==> config.mk <==
export PLATFORM = sky130hd
export DESIGN_NAME = fsf_div
export DESIGN_NICKNAME = d
export VERILOG_FILES = /design/src/hdl/fsf_div.sv
export SDC_FILE = /design/constraint.sdc
export NUM_CORES = 2
export LEC_CHECK = 0
export ABC_AREA = 0
export ABC_CLOCK_PERIOD_IN_PS = 7080
export BUFFER_PORTS_ARGS = -buffer_cell sky130_fd_sc_hd__buf_2
export CAP_MARGIN = 20
export CORE_ASPECT_RATIO = 2
export CORE_UTILIZATION = 69
export DETAILED_ROUTE_END_ITERATION = 10
export PLACE_DENSITY = 0.86
export SKIP_CTS_REPAIR_TIMING = 1
export SYNTH_ARGS = -nofsm -noshare
export SYNTH_HDL_FRONTEND = slang
export SYNTH_SLANG_ARGS = --single-unit
==> constraint.sdc <==
create_clock -name clk_i -period 7.08 [get_ports clk_i]
set_clock_uncertainty 0.05 [all_clocks]
set_input_delay 0.354 -clock clk_i [delete_from_list [all_inputs] [get_ports clk_i]]
set_output_delay 0.354 -clock clk_i [all_outputs]
set_load 0.1 [all_outputs]
==> src/hdl/fsf_div.sv <==
// pipelined restoring divider, one quotient bit per stage, with overflow flag
// no package dependencies; instantiated by flash_signal_synthesis
module fsf_div #(
  parameter int NUM_W = 41,
  parameter int DEN_W = 19,
  parameter int QUO_W = 21,
  parameter int SB_W  = 1
) (
  input  logic             clk_i,
  input  logic             rst_ni,
  input  logic             en_i,
  input  logic             vld_i,
  input  logic [NUM_W-1:0] num_i,
  input  logic [DEN_W-1:0] den_i,
  input  logic [SB_W-1:0]  sb_i,
  output logic             vld_o,
  output logic [QUO_W-1:0] quo_o,
  output logic             ovf_o,
  output logic [SB_W-1:0]  sb_o
);

  localparam int CMP_W = ((NUM_W > DEN_W + QUO_W) ? NUM_W : DEN_W + QUO_W) + 1;

  logic             vld_q [QUO_W+1];
  logic             ovf_q [QUO_W+1];
  logic [NUM_W-1:0] rem_q [QUO_W+1];
  logic [DEN_W-1:0] den_q [QUO_W+1];
  logic [QUO_W-1:0] quo_q [QUO_W+1];
  logic [SB_W-1:0]  sb_q  [QUO_W+1];

  // entry stage: quotient must fit in QUO_W bits
  logic ovf_d;
  assign ovf_d = CMP_W'(num_i) >= (CMP_W'(den_i) << QUO_W);

  always_ff @(posedge clk_i or negedge rst_ni) begin
    if (!rst_ni) begin
      vld_q[0] <= 1'b0;
    end else if (en_i) begin
      vld_q[0] <= vld_i;
    end
  end

  always_ff @(posedge clk_i) begin
    if (en_i) begin
      ovf_q[0] <= ovf_d;
      rem_q[0] <= num_i;
      den_q[0] <= den_i;
      quo_q[0] <= '0;
      sb_q[0]  <= sb_i;
    end
  end

  // one quotient bit per stage, msb first
  for (genvar i = 1; i <= QUO_W; i++) begin : g_stage
    localparam int B = QUO_W - i;
    logic [CMP_W-1:0] sh;
    logic [CMP_W-1:0] diff;
    logic             ge;
    logic [NUM_W-1:0] rem_d;
    logic [QUO_W-1:0] quo_d;

    assign sh   = CMP_W'(den_q[i-1]) << B;
    assign ge   = CMP_W'(rem_q[i-1]) >= sh;
    assign diff = CMP_W'(rem_q[i-1]) - sh;

    always_comb begin
      quo_d    = quo_q[i-1];
      quo_d[B] = ge;
      rem_d    = ge ? diff[NUM_W-1:0] : rem_q[i-1];
    end

    always_ff @(posedge clk_i or negedge rst_ni) begin
      if (!rst_ni) begin
        vld_q[i] <= 1'b0;
      end else if (en_i) begin
        vld_q[i] <= vld_q[i-1];
      end
    end

    always_ff @(posedge clk_i) begin
      if (en_i) begin
        ovf_q[i] <= ovf_q[i-1];
        rem_q[i] <= rem_d;
        den_q[i] <= den_q[i-1];
        quo_q[i] <= quo_d;
        sb_q[i]  <= sb_q[i-1];
      end
    end
  end

  assign vld_o = vld_q[QUO_W];
  assign quo_o = quo_q[QUO_W];
  assign ovf_o = ovf_q[QUO_W];
  assign sb_o  = sb_q[QUO_W];

endmodule

Word level (Yosys, flattened, before mapping). Memories as Yosys holds them, arrays and structs flattened. Cells that the tools add are included.

$add $sub $neg: 21. Magnitude comparators: 22. Muxes and demuxes: 23.

Operators by type and width (count): 2-to-1 mux 41 bit (21); greater-or-equal comparator 41 x 19 -> 1 bit (1); greater-or-equal comparator 41 x 20 -> 1 bit (1); greater-or-equal comparator 41 x 21 -> 1 bit (1); greater-or-equal comparator 41 x 22 -> 1 bit (1); greater-or-equal comparator 41 x 23 -> 1 bit (1); greater-or-equal comparator 41 x 24 -> 1 bit (1); greater-or-equal comparator 41 x 25 -> 1 bit (1); greater-or-equal comparator 41 x 26 -> 1 bit (1); greater-or-equal comparator 41 x 27 -> 1 bit (1); greater-or-equal comparator 41 x 28 -> 1 bit (1); greater-or-equal comparator 41 x 29 -> 1 bit (1); greater-or-equal comparator 41 x 30 -> 1 bit (1); greater-or-equal comparator 41 x 31 -> 1 bit (1); greater-or-equal comparator 41 x 32 -> 1 bit (1); greater-or-equal comparator 41 x 33 -> 1 bit (1); greater-or-equal comparator 41 x 34 -> 1 bit (1); greater-or-equal comparator 41 x 35 -> 1 bit (1); greater-or-equal comparator 41 x 36 -> 1 bit (1); greater-or-equal comparator 41 x 37 -> 1 bit (1); greater-or-equal comparator 41 x 38 -> 1 bit (1); greater-or-equal comparator 41 x 39 -> 1 bit (1); greater-or-equal comparator 41 x 40 -> 1 bit (1); subtractor 41 x 19 -> 41 bit (1); other kinds (21) (22).

Register bits after elaboration: 22. RAM bits: 1826. Input port bits: 65. Output and inout port bits: 24. Word-level logic and storage cells: 93. Memories kept: 5.

Memory list: rem_q (words 22, width 41, rd ports 21, clocked after Yosys merged registers in 0, write ports 22, line 26) `logic [NUM_W-1:0] rem_q [QUO_W+1];`; quo_q (words 22, width 21, rd ports 22, clocked after Yosys merged registers in 0, write ports 22, line 28) `logic [QUO_W-1:0] quo_q [QUO_W+1];`; den_q (words 22, width 19, rd ports 21, clocked after Yosys merged registers in 0, write ports 22, line 27) `logic [DEN_W-1:0] den_q [QUO_W+1];`; ovf_q (words 22, width 1, rd ports 22, clocked after Yosys merged registers in 0, write ports 22, line 25) `logic ovf_q [QUO_W+1];`; sb_q (words 22, width 1, rd ports 22, clocked after Yosys merged registers in 0, write ports 22, line 29) `logic [SB_W-1:0] sb_q [QUO_W+1];`.

Longest topological paths before layout. An unclocked memory read counts as a cell.

Depth in word-level cells: 3. Mapped depth: 14. Mapped depth without buffers: 14.

Worst setup path after synthesis. Ideal clock, no wire load.

Kind: flip-flop to flip-flop. Start: memory rem_q[11][27]. End: memory rem_q[12][23], data pin. Setup time: 260 ps. Arrival: 3411 ps. Required time: 6770 ps. Setup slack: 3359 ps. Cell stages (with the launch flop): 11. Path buffers: 2. Period minus slack after synthesis: 3721 ps. Cell sequence: edfxtp_1 > ha_1 > or3_4 > or4_4 > or4_4 > or3_1 > or3_1 > a311o_1 > buf_6 > buf_6 > mux2_4.

RTL lines (line): from (decl) (26).

==> impl_metrics.env <==
export IMPL_status="finished clean"
export IMPL_path_depth=9
export IMPL_synth_edf_count=1535
export IMPL_grt_max_degree=203
export IMPL_fin_nets=6904
export IMPL_vias_per_cell=6.51
export IMPL_area_growth_pct=9.70
export IMPL_worst_pin_slew_ns=1.32
export IMPL_synth_compound_area_frac=0.105
export IMPL_max_cap_violations=0
export IMPL_fin_setup_tns_ns=0
export IMPL_ys_top_cells_by_area="edfxtp_1 60%, ha_1 6.8%, xnor2_1 2.9%"
export IMPL_timing_fmax_mhz=196
export IMPL_grt_antenna_before_repair=16
export IMPL_cts_tree="built"
export IMPL_synth_adder_area_share=0.0735
export IMPL_final_cell_count_no_fill=7996
export IMPL_ys_warn_count=0
export IMPL_worst_setup_path_type="reg -> reg"
export IMPL_seq_area_frac_synth=0.609
export IMPL_syn_area_um2=76600
export IMPL_yosysTopAreaCellShare=0.602
export IMPL_reg2regPathDepth=9
export IMPL_comb_power_share=0.341
export IMPL_synthCells=6157
export IMPL_num_rows=172
export IMPL_final_max_slew_viol_count=0
export IMPL_swShare=0.354
export IMPL_route_detailed_drc=0
export IMPL_die_y_um=473
export IMPL_rsz0062_at_grt="no"
export IMPL_worst_path_buf_inv=1
export IMPL_gp_congestion=1.04
export IMPL_grt_remaining_overflow=0
export IMPL_power_density_nw_per_um2=382
export IMPL_syn_num_nets=6660
export IMPL_clkSinkCount=1557
export IMPL_synth_top_family_by_area="simple AND/OR/NAND/NOR gates"
export IMPL_numCtsBuffers=136
export IMPL_ys_ff_latch=1557
export IMPL_numPortBuffers=88
export IMPL_crit_path_end_kind="flip-flop"
export IMPL_die_x_um=238
export IMPL_setup_viol=0
export IMPL_critPathCapture="rem_q[1][39]$_DFFE_PP_"
export IMPL_critPathMaxFanout=37
export IMPL_synth_main_ff_cell="edfxtp_1"
export IMPL_cp_slowest_cell="nor4_1"
export IMPL_max_stage_delay_ns=0.92
export IMPL_htree_num_levels=4
export IMPL_die_area_um2=112000
export IMPL_worst_hold_slack_ns=0.0249
export IMPL_leakagePower_nw=32.1
export IMPL_fin_util=0.764
export IMPL_p_switching_mw=11.4
export IMPL_r2r_slack_ns=1.98
export IMPL_reg2reg_to="rem_q[1][39]$_DFFE_PP_"
export IMPL_core_area_um2=110000
export IMPL_async_flop_share=0.0141
export IMPL_timing_slew_headroom=0.113
export IMPL_dr_pass1_iters=6
export IMPL_grtUsageTotal=0.375
export IMPL_drive_gt1_frac=0.0799
export IMPL_cp_required_ns=7.54
export IMPL_path_cells="ha_1 -> inv_1 -> nor4b_1 -> nand4_1 -> nor4_1 -> nor3_1 -> o221a_2 -> a2111oi_0 -> xor2_1"
export IMPL_grt_pass1_vias=54918
export IMPL_synth_simple_gate_area_share=0.107
export IMPL_io_pins=89
export IMPL_clk_latency_ns=0.80
export IMPL_synth_largest_area_cell="edfxtp_1"
export IMPL_postSynthAreaPerCell_um2=12.4
export IMPL_synth_xor_area_frac=0.0563
export IMPL_power_total_mw=32.1
export IMPL_netlist_cell_type_count=83
export IMPL_cts_root_buf="clkbuf_16"
export IMPL_ant_nets=0
export IMPL_min_period_ns=5.10
export IMPL_arrival_ns=5.55
export IMPL_cp_start_kind="flip-flop"
export IMPL_start_util=0.696
export IMPL_share_seq_of_total_power=0.429
export IMPL_vias=52024
export IMPL_p_clk_frac=0.230
export IMPL_fin_crit_sh=0.720
export IMPL_r2r_start="rem_q[0][29]$_DFFE_PP_"
export IMPL_synth_area_mux_share=0.0170
export IMPL_peakVddDrop_mv=0.293
export IMPL_dp_hpwl_mm=152
export IMPL_cts_reportedPaths_clkPinSlew_ns=0.06
export IMPL_wl_mm=211
export IMPL_dpl_cell_count=7674
export IMPL_p_int_mw=20.7
export IMPL_hold_viol_final=0
export IMPL_startpoint="rem_q[0][29]$_DFFE_PP_"
export IMPL_drt_iter0_drc=3932
export IMPL_hp_class="in -> async"
export IMPL_wl_per_cell_um=26.4
export IMPL_cts_buffer_depth=3
export IMPL_grt_pass1_wl_mm=306
export IMPL_cp_top_family="simple AND/OR/NAND/NOR gates"
## cell families after synthesis
logic type,after synthesis
muxes,116
AOI/OAI and AO/OA,1298
and+or+nand+nor,1628
buffers and inverters,628
adders and majority gates,438
xor gates and xnor gates,492
DFF,1557
## cell usage in the layout, fill, tap and decap left out, types with 41 or more instances in the layout
cell,Yosys,routed
xor2_1,242,242
nand3_1,80,80
nand4_1,67,67
nand2_1,406,406
buf_4,0,41
o21a_1,71,71
nand2b_1,77,77
dlygate4sd3_1,0,63
inv_1,527,527
nor4_1,106,104
ha_1,418,418
or4_1,41,41
edfxtp_1,1535,1535
buf_2,9,89
o21ai_0,345,345
or3_1,60,60
a21o_1,154,154
xnor2_1,250,250
clkbuf_16,0,136
nor2_1,401,401
mux2_2,107,107
a21oi_1,387,385
nor3_1,136,135
a31oi_1,42,42
nor2b_1,67,66
## cells in the mapped netlist (106+ instances only)
| cell type | instances |
|---|---|
| nand2_1 | 406 |
| mux2_2 | 107 |
| xnor2_1 | 250 |
| o21ai_0 | 345 |
| ha_1 | 418 |
| xor2_1 | 242 |
| nor2_1 | 401 |
| inv_1 | 527 |
| nor3_1 | 136 |
| edfxtp_1 | 1535 |
| a21oi_1 | 387 |
| nor4_1 | 106 |
| a21o_1 | 154 |
## registers in the layout, indices dropped and copies added, names as in the netlist
name,count
vld_o,1
sb_q,22
vld_q,21
rem_q,861
den_q,399
quo_q,231
ovf_q,22
## worst min path at each step
| stage | startpoint | cells past startpoint | to | slack, ns |
|---|---|---|---|---|
| after floorplan | rst_ni | 0 | vld_o$_DFFE_PN0P_ | 0.008 |
| after global placement | rst_ni | 1 | vld_q[1]$_DFFE_PN0P_ | 0.27 |
| after detailed placement | rst_ni | 1 | vld_q[21]$_DFFE_PN0P_ | 0.29 |
| after CTS | rst_ni | 1 | vld_q[21]$_DFFE_PN0P_ | -0.54 |
| after global routing | rst_ni | 2 | vld_o$_DFFE_PN0P_ | 0.03 |
| final | rst_ni | 2 | vld_q[19]$_DFFE_PN0P_ | 0.02 |
## routing by layer
metal  vias up  global-route usage  wire [um]
met5         -             0.00132         71
met4        12               0.495      33300
met3      1480              0.0957      12100
met2      2381               0.708     114000
met1     24850               0.244      51000
li1      23301                   -          -
## metrics by stage
stage	worst slack, ns	instance area (um2)
after floorplan	3.36	76600
after global placement	2.75	79000
after detailed placement	2.60	79000
after global routing	2.05	84000
final	1.98	84000
after CTS	2.52	83300
## power groups by stage
| stage | Sequential, mW | Combinational (mW) | Clock, mW |
|---|---|---|---|
| after detailed placement | 13.8 | 10.5 | 0 |
| after floorplan | 13.4 | 7.35 | 0 |
| after global placement | 13.7 | 10.1 | 0 |
| after global routing | 13.9 | 11.7 | 7.73 |
| final | 13.8 | 11.0 | 7.37 |
| after CTS | 13.7 | 10.6 | 7.38 |
## area by class of cell
type,instances,area [um2]
multi-input combinational,3972,27600
tap,1479,1850
timing repair buffer,204,1570
antenna,8,20.0
clock inverter,81,776
inverter,530,1990
clock buffer,165,3510
sequential,1557,46600
fill,6642,26000
Note: power is estimated with default switching activity, not from simulation.
